--- config.mk ---
export PLATFORM = sky130hd
export DESIGN_NAME = ate_cell
export DESIGN_NICKNAME = d
export VERILOG_FILES = /design/src/hdl/ate_pkg.sv /design/src/hdl/ate_cell.sv
export SDC_FILE = /design/constraint.sdc
export NUM_CORES = 1
export LEC_CHECK = 0
export ABC_AREA = 1
export BUFFER_PORTS_ARGS = -buffer_cell sky130_fd_sc_hd__buf_2
export CAP_MARGIN = 20
export CORE_AREA = 2 2 77 79
export DETAILED_ROUTE_END_ITERATION = 6
export DIE_AREA = 0 0 79 81
export PLACE_DENSITY = 0.8
export RECOVER_POWER = 50
export SYNTH_ARGS = -nofsm -noshare
export SYNTH_HDL_FRONTEND = slang
export SYNTH_SLANG_ARGS = --single-unit
--- constraint.sdc ---
create_clock -name i_clk -period 2.2 [get_ports i_clk]
set_input_delay 0.22 -clock i_clk [delete_from_list [all_inputs] [get_ports i_clk]]
set_output_delay 0.22 -clock i_clk [all_outputs]
set_load 0.05 [all_outputs]
--- src/hdl/ate_pkg.sv ---
// shared types and constants for the array table engine
package ate_pkg;

    // fixed field widths
    localparam int ACT_W  = 3;
    localparam int DATA_W = 32;
    localparam int POS_W  = 6;
    localparam int STAT_W = 2;
    localparam int FIDX_W = 6;
    localparam int FILL_W = 7;

    // first-match scan looks at this many cells per cycle
    localparam int SCAN_LG = 3;
    localparam int SCAN_W  = 1 << SCAN_LG;

    // command codes
    localparam logic [ACT_W-1:0] ACT_APPEND  = 3'd0;
    localparam logic [ACT_W-1:0] ACT_REMOVE  = 3'd1;
    localparam logic [ACT_W-1:0] ACT_CLEAR   = 3'd2;
    localparam logic [ACT_W-1:0] ACT_FIND    = 3'd3;
    localparam logic [ACT_W-1:0] ACT_BSEARCH = 3'd4;
    localparam logic [ACT_W-1:0] ACT_REVERSE = 3'd5;

    // status codes
    localparam logic [STAT_W-1:0] ST_OK    = 2'd0;
    localparam logic [STAT_W-1:0] ST_FULL  = 2'd1;
    localparam logic [STAT_W-1:0] ST_RANGE = 2'd2;

    // what each cell does with its word in a cycle
    typedef enum logic [1:0] {
        CM_HOLD,
        CM_LOAD,
        CM_SHIFT,
        CM_SWAP
    } t_cell_mode;

    // command broadcast along the cell row
    typedef struct packed {
        t_cell_mode               mode;
        logic                     parity;
        logic signed [DATA_W-1:0] key;
    } t_cell_cmd;

endpackage

--- src/hdl/ate_cell.sv ---
// one storage cell of the row: holds a word, trades with its neighbors, compares to the key
module ate_cell #(
    parameter int IDX = 0,
    parameter int CW  = 7
) (
    input  logic                              i_clk,
    input  ate_pkg::t_cell_cmd                i_cmd,
    input  logic        [CW-1:0]              i_pos,
    input  logic signed [ate_pkg::DATA_W-1:0] i_prev,
    input  logic signed [ate_pkg::DATA_W-1:0] i_next,
    output logic signed [ate_pkg::DATA_W-1:0] o_data,
    output logic                              o_eq,
    output logic                              o_lt
);

    localparam logic [CW-1:0] IDX_C    = CW'(IDX);
    localparam logic [CW-1:0] IDX_N    = CW'(IDX + 1);
    localparam logic          IDX_ODD  = 1'(IDX % 2);
    localparam logic          HAS_PREV = (IDX > 0);

    logic signed [ate_pkg::DATA_W-1:0] r_data;
    logic signed [ate_pkg::DATA_W-1:0] n_data;
    logic                              r_eq;
    logic                              r_lt;

    // word update
    always_comb begin
        n_data = r_data;
        case (i_cmd.mode)
            ate_pkg::CM_LOAD: begin
                if (i_pos == IDX_C) n_data = i_cmd.key;
            end
            ate_pkg::CM_SHIFT: begin
                if (IDX_C >= i_pos) n_data = i_next;
            end
            ate_pkg::CM_SWAP: begin
                // left member of a pair takes the right word and vice versa
                if (IDX_ODD == i_cmd.parity) begin
                    if (IDX_N < i_pos) n_data = i_next;
                end else if (HAS_PREV && (IDX_C < i_pos)) begin
                    n_data = i_prev;
                end
            end
            default: n_data = r_data;
        endcase
    end

    // storage and registered compare against the key
    always_ff @(posedge i_clk) begin
        r_data <= n_data;
        r_eq   <= (r_data == i_cmd.key);
        r_lt   <= (i_cmd.key < r_data);
    end

    assign o_data = r_data;
    assign o_eq   = r_eq;
    assign o_lt   = r_lt;

endmodule

==> results.py <==
metrics = {
    "status": {
        "status": "finished, final reports clean",
    },
    "worst_setup_path": {
        "cp-end-kind": "register",
        "crit_start": "i_cmd[33]",
        "critPathArrivalTime_ns": 1.80,
        "reg2reg_to": "o_lt",
        "cp-start-kind": "input pin",
        "timing.rr.start": "o_data[31]",
        "critPathMaxFanout": 16,
        "timing_worst_setup_path_type": "input pin to register",
        "crit_end": "o_data[20]",
        "r2r_setup_slack_ns": 0.67,
        "rr_worst_depth": 11,
        "crit_required_ns": 2.24,
    },
    "placement": {
        "place_inst": 415,
        "place_congestion": 0.7054,
        "io_buffers": 108,
        "dp_slack_ns": 0.5889,
        "hpwl_um": 4035,
    },
    "sta": {
        "setup_viol": 0,
        "setup_ws_ns": 0.4389,
        "finalSetupTns_ns": 0,
        "period_minus_slack_ns": 1.761,
        "drv_slew": 0,
        "fmax_ghz": 0.5678,
        "slew_headroom_pct": 43.90,
        "period_share_pct": 80.05,
        "hold_ws_ns": 0.2246,
        "rsz0062_at_grt": "no",
        "worst_pin_slew_ns": 0.8415,
        "hold_violations": 0,
        "finClkSkew_ns": 0.003338,
    },
    "route": {
        "initialDrtViolationCount": 60,
        "wl_met1_um": 2145,
        "met2_length_um": 2346,
        "totalWireLength_um": 4846,
        "via_per_inst": 4.610,
        "dr_total_vias": 1950,
        "drtPass1Iterations": 4,
        "wl_met3_um": 304,
        "drc": 0,
        "final_antenna_net_count": 0,
        "wl_per_cell_um": 11.46,
        "top_layer": "met4",
    },
    "logic_synthesis": {
        "netlist_top_cells_area": "edfxtp_1 40%, ha_1 18%, mux2_2 14%",
        "yosys.area.top_type": "edfxtp_1",
        "yosysUniqueCellTypes": 24,
        "netlist_area_um2": 2381,
        "ys_seq_area_share_pct": 42.04,
        "synth_area_per_cell_um2": 10.31,
        "syn_nets": 373,
        "netlist.area_leader.share_pct": 40.36,
        "ys_ff_latch": 34,
        "synthCells": 231,
        "ys_warn_count": 0,
    },
    "cts": {
        "cts_hold_buf": 0,
        "cts_resized": 0,
        "postCtsSetupBuffers": 0,
        "htreeDepth": 2,
        "cts_root_buffer": "clkbuf_8",
        "clk_pin_slew_worst_paths_ns": 0.07,
        "cts_made_buffers": 5,
        "cts.path.max_buffers": 2,
        "clkLatencyLatePin_ns": 0.28,
        "clkSinkCount": 34,
        "tritoncts": "done",
    },
    "power_and_ir_drop": {
        "leakagePower_nw": 1.529,
        "ir_drop_mv": 0.2988,
        "p_per_area_nw_per_um2": 718.9,
    },
    "grt": {
        "grt_pass1_wl_um": 7776,
        "antenna_found_initial": 0,
        "grt_overflow": 0,
        "grt_max_degree": 18,
        "grt.total_usage_pct": 15.41,
        "grt_pass1_vias": 1865,
    },
    "hold_path": {
        "hold_path.class": "input pin to register",
        "hold_path_startpoint": "i_next[29]",
    },
    "layout": {
        "layout.cells.non_filler": 423,
        "drive_gt1_share_pct": 34.20,
        "final_util_pct": 54.10,
        "nets": 489,
        "antenna_cells": 0,
        "syn_to_final_growth_pct": 28.95,
    },
    "die": {
        "chipWidth_um": 79,
        "core_area_um2": 5675,
        "start_util_pct": 41.95,
        "num_io_pins": 141,
        "die_area_um2": 6399,
        "num_rows": 28,
        "die_h_um": 81,
    },
    "run": {
        "maxCapViolCount": 0,
    },
}
[per-layer routing]
layer / track usage, % / vias up
met5: 0 / -
met4: 5.172 / 0
met3: 3.556 / 4
met2: 27.63 / 67
met1: 18.22 / 872
li1: - / 1007
[sequential cells by signal, summed over array words and instances (netlist names)]
name    flops
o_eq        1
o_data     32
o_lt        1
[cells in the mapped netlist, drive strengths merged]
cell,instances
nand4,2
nor3,1
buf,3
ha,35
nor4,1
inv,45
o21ai,3
o21a,1
mux2,31
and3b,1
a21oi,13
nor2,14
edfxtp,32
nand3b,1
a21o,1
nand2,41
nand3,3
o22ai,1
dfxtp,2
[cells in the final DEF, fill, tap and decap left out, drive strengths merged]
| cell type | instances |
|---|---|
| nand3 | 3 |
| a21oi | 13 |
| buf | 76 |
| nor3 | 1 |
| o21a | 1 |
| bufinv | 1 |
| inv | 45 |
| o22ai | 1 |
| nor4 | 1 |
| dfxtp | 2 |
| ha | 35 |
| nor2 | 14 |
| and3b | 1 |
| nand4 | 2 |
| clkbuf | 43 |
| o21ai | 3 |
| mux2 | 31 |
| a21o | 1 |
| nand3b | 1 |
| nand2 | 41 |
| edfxtp | 32 |
[cell type report]
class	instances	area, um2
Fill cell	554	2605
Multi-Input combinational cell	149	1177
Sequential cell	34	1001
Timing Repair Buffer	112	523.0
Inverter	45	168.9
Tap cell	75	93.84
Clock buffer	7	76.32
Clock inverter	1	30.03
[worst max-delay path, cell delays in order]
cell and delay (ns):
clkbuf_1 0.13, inv_1 0.06, ha_1 0.23, nor2_4 0.09, clkbuf_1 0.64, mux2_2 0.41
[how the worst min path moves through the flow]
stage / to / slack [ns] / depth (start not counted)
floorplan: o_data[25] / 0.42 / 1
global placement: o_data[29] / 0.50 / 2
detailed placement: o_data[29] / 0.52 / 2
CTS: o_data[29] / 0.21 / 2
global route: o_data[29] / 0.21 / 2
finish: o_data[29] / 0.22 / 2
[metrics by stage]
step                area [um2]  total power, mW
floorplan                 2381            1.461
global placement          3012            1.656
detailed placement        3012            1.681
CTS                       3118            2.264
global route              3070            2.352
finish                    3070            2.207
[kinds of logic (layout without fill, tap and decap cells)]
kind of cell,Yosys count,after routing,share of synthesized area (%)
AND/OR/NAND/NOR,64,64,11.98
adder cells (fa/ha/maj),35,35,18.39
AO/OA/AOI/OAI,19,19,4.414
buffers and inverters,48,165,8.513
flip-flops,34,34,42.04
multiplexers,31,31,14.66
[where the power goes]
part	leakage (nW)	switching (mW)	total [mW]	internal (mW)
clock network	0.0524	0.231	0.570	0.339
logic	1.16	0.544	0.787	0.244
registers	0.317	0.0386	0.850	0.811
total	1.53	0.813	2.21	1.39
(Power assumes the default switching activity.)
